File: src/circular_fifo_queue_assert.svh
// Assertion macros for the circular FIFO queue.
// Used by the top level; it needs i_clk and i_rst_n in scope.
`ifndef CIRCULAR_FIFO_QUEUE_ASSERT_SVH
`define CIRCULAR_FIFO_QUEUE_ASSERT_SVH

// The consequent holds in the same cycle as the antecedent.
`define CFQ_ASSERT_SAME(label, ante, cons) \
    label: assert property (@(posedge i_clk) disable iff (!i_rst_n) (ante) |-> (cons)) \
        else $error("circular_fifo_queue: same-cycle check failed");

// The consequent holds in the cycle after the antecedent.
`define CFQ_ASSERT_NEXT(label, ante, cons) \
    label: assert property (@(posedge i_clk) disable iff (!i_rst_n) (ante) |=> (cons)) \
        else $error("circular_fifo_queue: next-cycle check failed");

`endif

File: src/cfq_pkg.sv
// Shared types, constants and helper functions of the circular FIFO queue.
// Used by the controller, the datapath and the top level; depends on nothing.
`default_nettype none

package cfq_pkg;

    localparam int DEPTH      = 16;
    localparam int DATA_WIDTH = 32;
    localparam int IDX_W      = $clog2(DEPTH);
    localparam int CNT_W      = $clog2(DEPTH + 1);
    localparam int CFG_W      = 5;

    typedef logic [IDX_W-1:0]      t_idx;
    typedef logic [CNT_W-1:0]      t_cnt;
    typedef logic [DATA_WIDTH-1:0] t_data;
    typedef logic [1:0]            t_func;
    typedef logic [1:0]            t_status;
    typedef logic [CFG_W-1:0]      t_cfg;

    localparam t_func FUNC_APPEND      = 2'd0;
    localparam t_func FUNC_REMOVE      = 2'd1;
    localparam t_func FUNC_PEEK_OLDEST = 2'd2;
    localparam t_func FUNC_PEEK_NEWEST = 2'd3;

    localparam t_status STATUS_OK    = 2'd0;
    localparam t_status STATUS_FULL  = 2'd1;
    localparam t_status STATUS_EMPTY = 2'd2;

    typedef struct packed {
        logic exec;
        logic load_out;
    } t_cmd;

    function automatic t_cnt clamp_cap(t_cfg v);
        t_cnt res;
        if (v == '0) begin
            res = t_cnt'(1);
        end else if (int'(v) > DEPTH) begin
            res = t_cnt'(DEPTH);
        end else begin
            res = t_cnt'(v);
        end
        return res;
    endfunction

    function automatic t_idx wrap_next(t_idx idx, t_cnt cap);
        int   nxt;
        t_idx res;
        nxt = int'(idx) + 1;
        if (nxt >= int'(cap) || nxt >= DEPTH) begin
            res = '0;
        end else begin
            res = t_idx'(nxt);
        end
        return res;
    endfunction

endpackage

`default_nettype wire

File: src/circular_fifo_queue.sv
// Circular FIFO queue of sixteen 32-bit slots with append, remove and peek
// operations. When a word is accepted, the slot memory is read into a
// register; the result is then loaded into the output register once that
// register is free or its result is taken. The output register frees
// the input side, so a new word is accepted while a result still waits to be
// taken. A capacity write empties the queue and takes effect at once.
// Top level; depends on cfq_pkg, cfq_ctrl, cfq_dp and circular_fifo_queue_assert.svh.
`default_nettype none

`include "circular_fifo_queue_assert.svh"

module circular_fifo_queue (
    input  wire logic              i_clk,
    input  wire logic              i_rst_n,
    input  wire logic              i_in_valid,
    output logic                   o_in_ready,
    input  wire cfq_pkg::t_func    i_func,
    input  wire cfq_pkg::t_data    i_data_in,
    output logic                   o_out_valid,
    input  wire logic              i_out_ready,
    output cfq_pkg::t_data         o_data_out,
    output cfq_pkg::t_status       o_status,
    output cfq_pkg::t_cnt          o_occupancy,
    output logic                   o_is_empty,
    output logic                   o_is_full,
    input  wire logic              i_cfg_we,
    input  wire cfq_pkg::t_cfg     i_cfg_data
);

    cfq_pkg::t_cmd cmd;

    cfq_ctrl u_ctrl (
        .i_clk       (i_clk),
        .i_rst_n     (i_rst_n),
        .i_in_valid  (i_in_valid),
        .o_in_ready  (o_in_ready),
        .o_out_valid (o_out_valid),
        .i_out_ready (i_out_ready),
        .o_cmd       (cmd)
    );

    cfq_dp u_dp (
        .i_clk       (i_clk),
        .i_rst_n     (i_rst_n),
        .i_cmd       (cmd),
        .i_func      (i_func),
        .i_data_in   (i_data_in),
        .i_cfg_we    (i_cfg_we),
        .i_cfg_data  (i_cfg_data),
        .o_data_out  (o_data_out),
        .o_status    (o_status),
        .o_occupancy (o_occupancy),
        .o_is_empty  (o_is_empty),
        .o_is_full   (o_is_full)
    );

    `CFQ_ASSERT_SAME(a_empty_flag, o_out_valid, o_is_empty == (o_occupancy == '0))
    `CFQ_ASSERT_SAME(a_full_status, o_out_valid && (o_status == cfq_pkg::STATUS_FULL), o_is_full)
    `CFQ_ASSERT_SAME(a_error_zero, o_out_valid && (o_status != cfq_pkg::STATUS_OK), o_data_out == '0)
    `CFQ_ASSERT_NEXT(a_busy_after_accept, i_in_valid && o_in_ready, !o_in_ready)

endmodule

`default_nettype wire

File: src/cfq_ctrl.sv
// Controller of the circular FIFO queue: sequences one word from acceptance to
// the output register. Depends on cfq_pkg.
`default_nettype none

module cfq_ctrl (
    input  wire logic        i_clk,
    input  wire logic        i_rst_n,
    input  wire logic        i_in_valid,
    output logic             o_in_ready,
    output logic             o_out_valid,
    input  wire logic        i_out_ready,
    output cfq_pkg::t_cmd    o_cmd
);

    localparam logic S_IDLE = 1'b0;
    localparam logic S_LOAD = 1'b1;

    logic r_state, n_state;
    logic r_out_valid, n_out_valid;
    logic out_free;

    always_comb begin
        out_free       = !r_out_valid || i_out_ready;
        o_cmd.exec     = 1'b0;
        o_cmd.load_out = 1'b0;
        n_state        = r_state;
        case (r_state)
            S_IDLE: begin
                if (i_in_valid) begin
                    o_cmd.exec = 1'b1;
                    n_state    = S_LOAD;
                end
            end
            S_LOAD: begin
                if (out_free) begin
                    o_cmd.load_out = 1'b1;
                    n_state        = S_IDLE;
                end
            end
            default: begin
                n_state = S_IDLE;
            end
        endcase
        n_out_valid = o_cmd.load_out || (r_out_valid && !i_out_ready);
    end

    always_ff @(posedge i_clk) begin
        if (!i_rst_n) begin
            r_state     <= S_IDLE;
            r_out_valid <= 1'b0;
        end else begin
            r_state     <= n_state;
            r_out_valid <= n_out_valid;
        end
    end

    assign o_in_ready  = (r_state == S_IDLE);
    assign o_out_valid = r_out_valid;

endmodule

`default_nettype wire

File: src/cfq_dp.sv
// Datapath of the circular FIFO queue: slot memory, head and tail indices,
// count, capacity and the result registers. Depends on cfq_pkg.
`default_nettype none

module cfq_dp (
    input  wire logic              i_clk,
    input  wire logic              i_rst_n,
    input  wire cfq_pkg::t_cmd     i_cmd,
    input  wire cfq_pkg::t_func    i_func,
    input  wire cfq_pkg::t_data    i_data_in,
    input  wire logic              i_cfg_we,
    input  wire cfq_pkg::t_cfg     i_cfg_data,
    output cfq_pkg::t_data         o_data_out,
    output cfq_pkg::t_status       o_status,
    output cfq_pkg::t_cnt          o_occupancy,
    output logic                   o_is_empty,
    output logic                   o_is_full
);

    cfq_pkg::t_data   r_mem [cfq_pkg::DEPTH];
    cfq_pkg::t_data   r_rd_data;
    cfq_pkg::t_idx    r_head, n_head;
    cfq_pkg::t_idx    r_tail, n_tail;
    cfq_pkg::t_cnt    r_count, n_count;
    cfq_pkg::t_cnt    r_cap;
    cfq_pkg::t_cnt    cfg_cap;
    cfq_pkg::t_status n_status, r_res_status;
    logic             n_use_rd, r_res_use_rd;
    cfq_pkg::t_cnt    r_res_count;
    cfq_pkg::t_idx    rd_addr;
    cfq_pkg::t_idx    wr_addr;
    logic             do_write;

    cfq_pkg::t_data   r_data_out;
    cfq_pkg::t_status r_status;
    cfq_pkg::t_cnt    r_occupancy;
    logic             r_is_empty;
    logic             r_is_full;

    always_comb begin
        cfg_cap  = cfq_pkg::clamp_cap(i_cfg_data);
        rd_addr  = (i_func == cfq_pkg::FUNC_PEEK_NEWEST) ? r_tail : r_head;
        wr_addr  = cfq_pkg::wrap_next(r_tail, r_cap);
        n_head   = r_head;
        n_tail   = r_tail;
        n_count  = r_count;
        n_status = cfq_pkg::STATUS_OK;
        n_use_rd = 1'b0;
        do_write = 1'b0;
        if (i_func == cfq_pkg::FUNC_APPEND) begin
            if (r_count >= r_cap) begin
                n_status = cfq_pkg::STATUS_FULL;
            end else begin
                do_write = 1'b1;
                n_tail   = wr_addr;
                n_count  = r_count + 1'b1;
            end
        end else if (r_count == '0) begin
            n_status = cfq_pkg::STATUS_EMPTY;
        end else begin
            n_use_rd = 1'b1;
            if (i_func == cfq_pkg::FUNC_REMOVE) begin
                n_head  = cfq_pkg::wrap_next(r_head, r_cap);
                n_count = r_count - 1'b1;
            end
        end
    end

    always_ff @(posedge i_clk) begin
        if (i_cmd.exec) begin
            r_rd_data <= r_mem[rd_addr];
            if (do_write) begin
                r_mem[wr_addr] <= i_data_in;
            end
        end
    end

    always_ff @(posedge i_clk) begin
        if (!i_rst_n) begin
            r_cap   <= cfq_pkg::t_cnt'(cfq_pkg::DEPTH);
            r_head  <= '0;
            r_tail  <= cfq_pkg::t_idx'(cfq_pkg::DEPTH - 1);
            r_count <= '0;
        end else if (i_cfg_we) begin
            r_cap   <= cfg_cap;
            r_head  <= '0;
            r_tail  <= cfq_pkg::t_idx'(cfg_cap - 1'b1);
            r_count <= '0;
        end else if (i_cmd.exec) begin
            r_head  <= n_head;
            r_tail  <= n_tail;
            r_count <= n_count;
        end
    end

    always_ff @(posedge i_clk) begin
        if (i_cmd.exec) begin
            r_res_status <= n_status;
            r_res_use_rd <= n_use_rd;
            r_res_count  <= n_count;
        end
        if (i_cmd.load_out) begin
            r_data_out  <= r_res_use_rd ? r_rd_data : '0;
            r_status    <= r_res_status;
            r_occupancy <= r_res_count;
            r_is_empty  <= (r_res_count == '0);
            r_is_full   <= (r_res_count == r_cap);
        end
    end

    assign o_data_out  = r_data_out;
    assign o_status    = r_status;
    assign o_occupancy = r_occupancy;
    assign o_is_empty  = r_is_empty;
    assign o_is_full   = r_is_full;

endmodule

`default_nettype wire

File: config.mk
export PLATFORM = sky130hd
export DESIGN_NAME = circular_fifo_queue
export DESIGN_NICKNAME = d
export VERILOG_FILES = /design/src/cfq_pkg.sv /design/src/circular_fifo_queue.sv /design/src/cfq_ctrl.sv /design/src/cfq_dp.sv
export VERILOG_INCLUDE_DIRS = /design/src /design/src/src
export SDC_FILE = /design/constraint.sdc
export NUM_CORES = 1
export LEC_CHECK = 0
export ABC_AREA = 1
export BUFFER_PORTS_ARGS = -buffer_cell sky130_fd_sc_hd__buf_2
export CAP_MARGIN = 30
export CORE_ASPECT_RATIO = 1.5
export CORE_MARGIN = 2
export CORE_UTILIZATION = 40
export CTS_CLUSTER_SIZE = 10
export DETAILED_ROUTE_END_ITERATION = 16
export PLACE_DENSITY = 0.63
export SLEW_MARGIN = 20
export SYNTH_ARGS = -nofsm -noshare
export SYNTH_HDL_FRONTEND = slang
export SYNTH_HIERARCHICAL = 1
export SYNTH_SLANG_ARGS = --single-unit
File: constraint.sdc
create_clock -name i_clk -period 5.9 [get_ports i_clk]
set_input_delay 0.885 -clock i_clk [delete_from_list [all_inputs] [get_ports i_clk]]
set_output_delay 0.885 -clock i_clk [all_outputs]
set_load 0.05 [all_outputs]
* Word level (Yosys, flattened, before mapping)
Memory sizes are Yosys's and may differ from the RTL's. A register that Yosys moved wholly into a read port is not among the register bits. Index checks and enable logic that the tools add are counted.
Storage, ports and cells: register bits 69, memory bits (writable) 512, output and inout port bits 43, memories 1, logic and storage cells 78, input bits 44
Memory list:
- u_dp.r_mem | words 16, width 32, rd ports 1, clocked after memory_dff 1, wr ports 1, line cfq_dp.sv:20 | cfq_pkg::t_data r_mem [cfq_pkg::DEPTH];
Cells by class: order comparisons 6, reductions and logical operators 16, equal/unequal tests 4, $add $sub $neg 5, mux-type cells 28, bitwise logic cells 4
Operators with widths (number):
- 32-bit by 6-bit >= comparator with 1-bit output | 2
- 32-bit by 6-bit >= comparator with 1-bit output, second input constant | 2
- 5-bit two-way mux | 6
- 4-bit two-way mux | 7
- 5-bit zero test | 3
- 1-bit two-way mux | 12
- 4-bit by 1-bit adder with 5-bit output, second input constant | 2
- 5-bit by 1-bit adder with 5-bit output, second input constant | 1
- 5-bit == test | 1
- 5-bit >= comparator | 1
- 5-bit greater-than comparator, second input constant | 1
- 5-bit by 1-bit subtractor with 5-bit output, second input constant | 1
- 1-bit logical OR | 4
- 2-bit two-way mux | 2
- 1-bit NOT | 4
- 4-bit AND reduction | 1
- 2-bit nonzero test | 2
- 4-bit by 1-bit subtractor with 4-bit output, second input constant | 1
- 3-bit AND reduction | 1
- 2-bit by 1-bit == test with 1-bit output, second input constant | 1
- 2-bit == test, second input constant | 1
- 1-bit zero test | 2
- 2-bit zero test | 1
- 2-bit != test, second input constant | 1
- other kinds (3) | 3

* Logic depth before layout (Yosys ltp)
Gate-level depths: netlist of run 1.
depth after elaboration 8, gate-level depth with buffers 12, mapped depth without buffers 12

* Cells and area by module
The synthesis of run 1 kept the hierarchy.
Modules (own cells, without submodules):
- cfq_dp | cells an instance 2287, instances 1, area an instance 25777.2 um^2, sequential area each 18167.4 um^2
- cfq_ctrl | cells an instance 11, instances 1, area an instance 83.8 um^2, sequential area each 40.0 um^2

* Least setup slack after synthesis of run 1
OpenSTA, ideal clock, no wires.
path kind input -> register, start point input i_in_valid, end point memory u_dp/r_mem[12][0] in the netlist's numbering, enable pin, setup time 421 ps, path slack 640 ps, cell stages on the path 7, buffers on the path 1, required time 5479 ps, data arrival time 4839 ps, path through inv_1 > nor2_1 > clkbuf_1 > nand3_1 > nor2_1 > nand2_1 > nor2_1
RTL lines:
- from (decl) | line circular_fifo_queue.sv:15 | input wire logic i_in_valid,
- to (decl) | line cfq_dp.sv:20

* Worst setup path after layout of run 1
start point register u_dp.r_tail[0], end point memory u_dp/r_mem[14][17] in the netlist's numbering, enable pin
Between the ends: cells in the longest elaborated chain, start to end 4, elaborated cells between the ends (all ways) 5, classes of those cells add/sub: 1; order compare: 2; mux: 1; reduce/logical: 1
Ends and longest elaborated chain:
- from (decl) | line cfq_dp.sv:23 | cfq_pkg::t_idx r_tail, n_tail;
- from (signal assigned) | line cfq_dp.sv:82 | r_tail <= cfq_pkg::t_idx'(cfq_pkg::DEPTH - 1);
- from (signal assigned) | line cfq_dp.sv:87 | r_tail <= cfq_pkg::t_idx'(cfg_cap - 1'b1);
- from (signal assigned) | line cfq_dp.sv:91 | r_tail <= n_tail;
- 4-bit by 1-bit adder with 5-bit output * | line cfq_pkg.sv:49 | nxt = int'(idx) + 1;
- 32-bit by 6-bit >= comparator with 1-bit output | line cfq_pkg.sv:50 | if (nxt >= int'(cap) || nxt >= DEPTH) begin
- 1-bit logical OR | line cfq_pkg.sv:50
- 4-bit two-way mux * | line cfq_pkg.sv:50
Every way passes the cells marked *; elsewhere a longest branch is shown, timed or not.

==> results_dict.tcl, run 1 <==
set metrics [dict create \
    yosys-mux-area-fraction_pct 0 \
    switchingPower_uw 2220 \
    area_growth_pct 13.0 \
    fp.dieW_um 212 \
    cts_root_buffer "clkbuf_16" \
    end_kind "flop" \
    placed_cell_area_um2 27300 \
    syn_area_um2 25900 \
    grt_pass1_vias 16713 \
    synth-simple-area-share_pct 15.8 \
    synth_top_area_share_pct 68.9 \
    syn-num-nets 2362 \
    p_seq_share_pct 51.6 \
    drv_cap 0 \
    finalSetupViolations 0 \
    die-area_um2 66700 \
    max_slew.worst_pin.slew_ps 1010 \
    outcome "finished clean" \
    synth_compound_area_share_pct 5.14 \
    fin_util_pct 45.5 \
    dp.cells 3116 \
    layout_common_cells "edfxtp_1, nand2_1, inv_1, nand3_1, o21ai_1" \
    overflow 0 \
    synth_area_leaders "edfxtp_1, nand2_1, nand3_1" \
    numCtsBuffers 71 \
    ant_nets 0 \
    final.setup_skew_ps 27.6 \
    synth_top_family_by_area "simple AND/OR/NAND/NOR gates" \
    routed.top_layer "met5" \
    synth_fa_ha_area_share_pct 0.968 \
    synth_cell_types 32 \
    syn_inst 2298 \
    clkSinkCount 613 \
    cts-htree-levels 3 \
    dp_hpwl_mm 35.4 \
    p_leak_uw 0.0114 \
    routedLengthMet1_mm 25.4 \
    startpoint_type "flop" \
    post_cts_resized 0 \
    post_drt_wl_per_cell_um 19.8 \
    fin_crit_sh_pct 67.8 \
    worstPathArrival_ps 4250 \
    io_buffers 86 \
    routabilityCongestion 0.899 \
    hp-start "u_dp/r_res_status[0]" \
    path_clk_slew_ps 50 \
    cts_tree "yes" \
    critPathMaxFanout 20 \
    initial_core_util_pct 40.3 \
    p_sw_share_pct 23.3 \
    ir_worst_vdd_v 0.000201 \
    r2r-start "u_dp/r_tail[0]" \
    row_count 114 \
    fin_setup_tns_ps 0 \
    io_pins 87 \
    core-area_um2 64200 \
    postSynthAreaPerCell_um2 11.3 \
    cts_setup_buffers 0 \
    maxSlewViolCount 0 \
    yosysWarnings 6 \
    ys_seq_area_share_pct 70.4 \
    cellPowerDensity_nw_per_um2 326 \
    slew_headroom_pct 32.4 \
    track_usage_pct 19.1 \
    power_frac_comb_pct 8.2 \
    dieHeight_um 315 \
    setup_ws_ps 1900 \
    drive_gt1_share_pct 9.39 \
    wl_met2_mm 32.1 \
    max_freq_ghz 0.250 \
    hold_buffers 0 \
    route.detailed.drc 0 \
    via_count 16842 \
    hold_viol_final 0 \
    clockBufferDepth 3 \
    path_class "reg -> reg" \
    grt_pass1_wl_mm 96.7 \
    yosysTopAreaCell "edfxtp_1" \
    grt_antenna_before_repair 3 \
    ys_seq_elements 613 \
    hold_path_class "reg -> reg" \
    startpoint "u_dp/r_tail[0]" \
    met3_length_mm 3.50 \
    grt_max_degree 164 \
    p_int_uw 7300 \
    clkLatencyLatePin_ps 600 \
    fin_nets 2441 \
    final_common_cell "edfxtp_1" \
    fin_area_um2 29200 \
    final_cells 3208 \
    drtPass1Iterations 6 \
    viasPerCell 5.25 \
    finalCriticalPeriod_ps 4000 \
    place_ws_ps 1980 \
    clkPwrFrac_pct 40.2 \
    rsz0062_at_grt "no" \
    initialDrtViolationCount 1499 \
    required_ps 6150 \
    routed_wirelength_mm 63.5 \
    synth_xor_area_share_pct 0.271 \
]
[state kept, by name, indices dropped and copies added (netlist names)]
register            count
u_dp/r_mem            512
u_dp/o_data_out        32
u_dp/r_rd_data         32
u_dp/o_occupancy        5
u_dp/r_cap              5
u_dp/r_count            5
u_dp/r_res_count        5
u_dp/r_head             4
u_dp/r_tail             4
u_dp/o_status           2
u_dp/r_res_status       2
u_ctrl/o_out_valid      1
u_ctrl/r_state          1
u_dp/o_is_empty         1
u_dp/o_is_full          1
u_dp/r_res_use_rd       1
[routing by layer]
metal	vias up	GRT usage (%)
li1	7926	-
met1	8177	23.3
met2	570	33.6
met3	165	2.92
met4	4	8.56
met5	-	0
[synthesized netlist by cell type]
cell and n:
a21oi_1 14, o211ai_1 65, nand3b_1 34, nor2_1 46, buf_2 76, ha_1 20
o31ai_1 1, dfxtp_1 20, nand2_1 550, clkbuf_1 23, nand3_2 1, nor3_1 4
or2_2 1, nand3_1 293, nand4_1 11, nor4_1 1, o22ai_1 1, a21oi_2 1
inv_1 368, buf_1 13, o21bai_1 1, a21boi_1 1, a31oi_1 3, o21ai_1 115
nand2_2 3, o21ai_0 26, xor2_1 6, edfxtp_1 593, xnor2_1 2, nor3b_1 1
o32ai_1 1, inv_2 3
[worst max-delay path, stage by stage, from the launching register on]
cell     delay [ps]
dfxtp_1         570
ha_1            260
xor2_1          250
ha_1            310
nand2_1          70
a21oi_1          50
nor2_1          260
nand2_1         140
nor2_1          200
nand2_1         280
nor2_4          780
buf_4           440
[stage by stage]
stage	hold WS [ps]	power (uW)
2_1_floorplan	400	5500
3_5_place_dp	405	5790
4_1_cts	418	9610
3_3_place_gp	408	5770
5_1_grt	434	9840
6_report	417	9530
[area by class of cell]
type	count	area [um^2]
Antenna cell	1	2.50
Clock buffer	87	1890
Clock inverter	4	46.3
Fill cell	5768	35000
Inverter	371	1400
Multi-Input combinational cell	1202	5930
Sequential cell	613	18200
Tap cell	812	1020
Timing Repair Buffer	118	728
[power by group through the flow]
stage	Combinational, uW	Sequential, uW	Clock, uW
floorplan	438	5060	0
global placement	770	5000	0
detailed placement	784	5000	0
CTS	788	4920	3910
global route	868	4920	4050
finish	783	4920	3830
[final timing paths]
| path | cells after the start | slack, ps | to |
|---|---|---|---|
| worst min register to register | 0 | 420 | u_dp/o_status[0] |
| worst min-delay path | 0 | 420 | u_dp/o_status[0] |
| worst max-delay path | 11 | 1900 | u_dp/r_mem[14][17] |
| worst max register to register | 11 | 1900 | u_dp/r_mem[14][17] |
[kinds of logic after synthesis]
| logic type | Yosys count |
|---|---|
| AND/OR/NAND/NOR | 945 |
| adder cells (fa/ha/maj) | 20 |
| buffers and inverters | 483 |
| flip-flops | 613 |
| XOR/XNOR | 8 |
| AO/OA/AOI/OAI | 229 |
(Power assumes the default switching activity.)
==> inputs of run 2 (changes only) <==
clock period = 3.7 ns   (was 5.9 ns; I/O delays follow)
==> results_dict.tcl, run 2 (synthesized netlist as in run 1, its figures left out) <==
set metrics [dict create \
    cellPowerDensity_nw_per_um2 522 \
    die-area_um2 66700 \
    startpoint "u_dp/r_tail[0]" \
    overflow 0 \
    path_clk_slew_ps 60 \
    clkPwrFrac_pct 40.9 \
    outcome "finished clean" \
    initialDrtViolationCount 1252 \
    fillerInstances 5757 \
    max_freq_ghz 0.298 \
    switchingPower_uw 3550 \
    fin_util_pct 46.0 \
    r2r_setup_slack_ps 350 \
    fp.dieW_um 212 \
    io_pins 87 \
    cp_cell_sequence "ha_1 > xor2_1 > ha_1 > nand2_1 > a21oi_1 > nor2_1 > nand2_1 > nor2_1 > nand3_1 > nor2_4 > buf_4" \
    viasPerCell 5.17 \
    drive_gt1_share_pct 10.1 \
    p_seq_share_pct 50.9 \
    grt_antenna_before_repair 1 \
    slew_headroom_pct 43.7 \
    critPathMaxStageDelay_ps 540 \
    clkLatencyLatePin_ps 590 \
    grt_pass1_wl_mm 93.6 \
    core-area_um2 64200 \
    drv_cap 0 \
    r2r-start "u_dp/r_tail[0]" \
    via_count 16663 \
    dp_hpwl_mm 36.2 \
    grt_max_degree 130 \
    p_sw_share_pct 23.0 \
    numCtsBuffers 72 \
    ff_latch_area_um2 18200 \
    place_ws_ps 432 \
    crit_family "simple AND/OR/NAND/NOR gates" \
    multi_input_area_um2 5930 \
    post_cts_resized 0 \
    final.setup_skew_ps 17.7 \
    max_slew.worst_pin.slew_ps 845 \
    end_kind "flop" \
    fin_setup_tns_ps 0 \
    initial_core_util_pct 40.3 \
    routabilityCongestion 0.879 \
    hold_buffers 0 \
    power_frac_comb_pct 8.2 \
    whs_ps 253 \
    cts-htree-levels 3 \
    p_leak_uw 0.0116 \
    clkSinkCount 613 \
    finalSetupViolations 0 \
    fin_nets 2458 \
    crit_cells 11 \
    required_ps 3930 \
    cts_root_buffer "clkbuf_16" \
    drtPass1Iterations 5 \
    rsz0062_at_grt "no" \
    cp_slowest_cell "dfxtp_1" \
    hold_path_class "in -> reg" \
    final_common_cell "edfxtp_1" \
    crit-reg2reg-capture "u_dp/r_mem[10][20]" \
    grt_pass1_vias 16486 \
    startpoint_type "flop" \
    fin_crit_sh_pct 90.6 \
    critPathMaxFanout 22 \
    route.detailed.drc 0 \
    path_class "reg -> reg" \
    diodes 0 \
    critical_path_buf_inv_count 1 \
    p_int_uw 11900 \
    regMostFlops "u_dp/r_mem" \
    cts_setup_buffers 0 \
    endpoint "u_dp/r_mem[10][20]" \
    track_usage_pct 18.5 \
    ant_nets 0 \
    row_count 114 \
    routed_wirelength_mm 61.5 \
    finalCriticalPeriod_ps 3350 \
    hold_viol_final 0 \
    io_buffers 86 \
    post_drt_wl_per_cell_um 19.1 \
    area_growth_pct 14.2 \
    dieHeight_um 315 \
    maxSlewViolCount 0 \
    largest_reg_flops 512 \
    cts_tree "yes" \
    layout_common_cells "edfxtp_1, nand2_1, inv_1, nand3_1, o21ai_1" \
    clockBufferDepth 3 \
    ir_worst_vdd_v 0.000308 \
    reg2reg_depth 11 \
    worstPathArrival_ps 3580 \
    setup_ws_ps 348 \
]
-- run 2: changes by cell type in the layout (fill, tap and decap cells not counted), moves of 2 or more --
cell,previous run,this run
clkinv_8,2,0
clkbuf_1,13,7
clkinv_1,0,2
clkinv_2,2,0
buf_12,3,14
clkbuf_16,73,77
buf_4,28,34
-- run 2: power groups by stage --
stage	sequential, uW	clock, uW	combinational [uW]
global route	7840	6690	1400
global placement	7970	0	1260
finish	7840	6300	1270
CTS	7840	6440	1280
floorplan	8070	0	703
detailed placement	7980	0	1280
-- run 2: how the worst min path moves through the flow --
stage / startpoint / endpoint / slack, ps / depth (start not counted)
2_1_floorplan: u_dp/r_res_status[0] / u_dp/o_status[0] / 400 / 0
3_3_place_gp: u_dp/r_res_status[0] / u_dp/o_status[0] / 410 / 0
3_5_place_dp: u_dp/r_res_status[1] / u_dp/o_status[1] / 410 / 0
4_1_cts: i_cfg_data[4] / u_dp/r_cap[3] / 220 / 2
5_1_grt: i_cfg_data[4] / u_dp/r_cap[3] / 260 / 2
6_report: i_in_valid / u_ctrl/r_state / 250 / 3
-- run 2: final cells by class --
type,instances,share of cell area (%)
clock buffer,84,6.61
clock inverter,6,0.216
inverter,371,4.72
multi-input combinational,1202,20.1
sequential,613,61.7
tap,812,3.44
timing repair buffer,134,3.27
-- run 2: per-layer routing --
metal / up-vias / wire length, um / global-route usage [%]
met3: 133 / 3210 / 3.06
met1: 8089 / 24200 / 21.4
li1: 7960 / - / -
met5: - / 13 / 0
met2: 479 / 31700 / 33.4
met4: 2 / 2390 / 8.55
-- run 2: per-stage QoR --
stage               instances  area (um^2)  total power, uW
detailed placement       3132        27500             9250
finish                   3222        29500            15400
floorplan                2298        25900             8780
CTS                      3222        29500            15600
global placement         3132        27500             9230
global route             3222        29500            15900
-- run 2: worst min-delay path, cell delays in order --
cell,delay [ps]
buf_2,90
o21ai_0,70
nor2_1,90
==> inputs of run 3 (changes only) <==
ABC_AREA = 0   (was 1)
PLACE_DENSITY = 0.64   (was 0.63)
==> results_dict.tcl, run 3 <==
set metrics [dict create \
    route.detailed.drc 0 \
    end_kind "flop" \
    yosysTopAreaCell "edfxtp_1" \
    initialDrtViolationCount 883 \
    ff_latch_area_um2 18200 \
    routabilityCongestion 0.823 \
    rsz0062_at_grt "no" \
    hold_viol_final 0 \
    synth.most_common_cell "edfxtp_1" \
    post_drt_wl_per_cell_um 23.3 \
    cts_tree "yes" \
    placed_cell_area_um2 25900 \
    diodes 0 \
    cellPowerDensity_nw_per_um2 529 \
    syn_area_um2 24000 \
    finalSetupViolations 0 \
    synth_edf_count 593 \
    core-area_um2 59100 \
    dp_hpwl_mm 31.2 \
    p_total_uw 14700 \
    via_count 12708 \
    final.setup_skew_ps 15.0 \
    ys.flop_type "edfxtp_1" \
    path_clk_slew_ps 60 \
    path_class "reg -> reg" \
    fin_area_um2 27900 \
    final_common_cell "edfxtp_1" \
    worstPathArrival_ps 3670 \
    fin_crit_sh_pct 92.9 \
    clkLatencyLatePin_ps 590 \
    viasPerCell 5.50 \
    fin_util_pct 47.2 \
    finalCriticalPeriod_ps 3440 \
    yosysWarnings 6 \
    synth_top_area_share_pct 74.3 \
    row_count 109 \
    max_freq_ghz 0.291 \
    largest_reg_flops 512 \
    drive_gt1_share_pct 16.8 \
    overflow 0 \
    hold_buffers 0 \
    initial_core_util_pct 40.6 \
    syn-num-nets 1435 \
    cts-htree-levels 3 \
    p_leak_uw 0.00987 \
    io_buffers 86 \
    synth_area_leaders "edfxtp_1, mux2i_1, o22ai_1" \
    fillerInstances 4874 \
    startpoint_type "flop" \
    postSynthAreaPerCell_um2 17.5 \
    drtPass1Iterations 5 \
    met3_usage_pct 3.19 \
    grt-busiest-layer "met2" \
    clockBufferDepth 3 \
    critPathMaxFanout 21 \
    grt_max_degree 54 \
    cts_setup_buffers 0 \
    dieHeight_um 304 \
    routed_wirelength_mm 53.8 \
    synth_cell_types 57 \
    track_usage_pct 17.4 \
    fp.dieW_um 204 \
    clkSinkCount 613 \
    numCtsBuffers 71 \
    max_slew.worst_pin.slew_ps 928 \
    ant_nets 0 \
    area_growth_pct 16.2 \
    die-area_um2 61900 \
    fin_nets 1581 \
    grt_pass1_vias 13141 \
    ys_seq_area_share_pct 76.0 \
    grt_pass1_wl_mm 80.5 \
    required_ps 3930 \
    outcome "finished clean" \
    multi_input_area_um2 5590 \
    slew_headroom_pct 38.1 \
    grtUsageMet2_pct 30.4 \
    drv_cap 0 \
    hold_path_class "in -> reg" \
    layout_common_cells "edfxtp_1, mux2i_1, o22ai_1, buf_2, clkbuf_16" \
    syn_inst 1371 \
    ys_top_cells_by_count "edfxtp_1, mux2i_1, o22ai_1" \
    post_cts_resized 0 \
    met1_usage_pct 21.3 \
    ir_worst_vdd_v 0.000299 \
    fin_setup_tns_ps 0 \
    postSynth.asyncResetShare_pct 0 \
    regMostFlops "u_dp/r_mem" \
    ys_seq_elements 613 \
    cts_root_buffer "clkbuf_16" \
    grt_antenna_before_repair 4 \
    io_pins 87 \
    maxSlewViolCount 0 \
]
==> run 3: layout make-up <==
type / count / share of cell area, %
clock buffer: 82 / 6.71
clock inverter: 7 / 0.332
inverter: 13 / 0.175
multi-input combinational: 676 / 20.1
sequential: 613 / 65.3
tap: 777 / 3.49
timing repair buffer: 142 / 3.86
==> run 3: cells by family (layout without fill, tap and decap cells) <==
logic type | Yosys count | in the layout | synth area share [%]
and+or+nand+nor | 188 | 188 | 4.62
adders and majority gates | 20 | 20 | 1.04
muxes | 264 | 264 | 11.0
buffers and inverters | 82 | 244 | 1.75
AOI/OAI and AO/OA | 193 | 193 | 5.19
xor gates and xnor gates | 11 | 11 | 0.402
DFF | 613 | 613 | 76.0
==> run 3: worst paths after layout <==
path | start | to | cells past startpoint | slack [ps]
setup / recovery | u_dp/r_tail[1] | u_dp/r_mem[8][9] | 10 | 260
hold / removal | i_rst_n | u_dp/r_tail[0] | 2 | 270
setup reg to reg | u_dp/r_tail[1] | u_dp/r_mem[8][9] | 10 | 260
hold reg to reg | u_dp/r_res_status[0] | u_dp/o_status[0] | 0 | 420
==> run 3: worst max-delay path, stage by stage, from the launching register on <==
cell and delay, ps:
dfxtp_1 410, ha_1 260, xor2_1 360, ha_1 330
a21oi_1 130, o21ai_0 150, a211oi_2 540, nand4_1 180
buf_4 210, nor2_4 110, buf_4 370
==> run 3: report_power, final <==
part | internal, uW | total [uW] | switching (uW)
clock network | 3550 | 6050 | 2500
registers | 7740 | 7790 | 47.3
logic | 302 | 899 | 597
==> run 3: layer usage <==
layer,vias up,part of all wire (%)
met5,-,0.085
met1,6552,41
li1,5760,-
met2,287,51
met3,101,4.8
met4,8,2.7
==> run 3: per-stage QoR <==
| stage | cells | worst slack, ps | hold WS [ps] |
|---|---|---|---|
| global placement | 2221 | 468 | 404 |
| global route | 2310 | 62.9 | 271 |
| CTS | 2310 | 305 | 241 |
| detailed placement | 2221 | 342 | 408 |
| finish | 2310 | 261 | 273 |
| floorplan | 1371 | -26.6 | 400 |
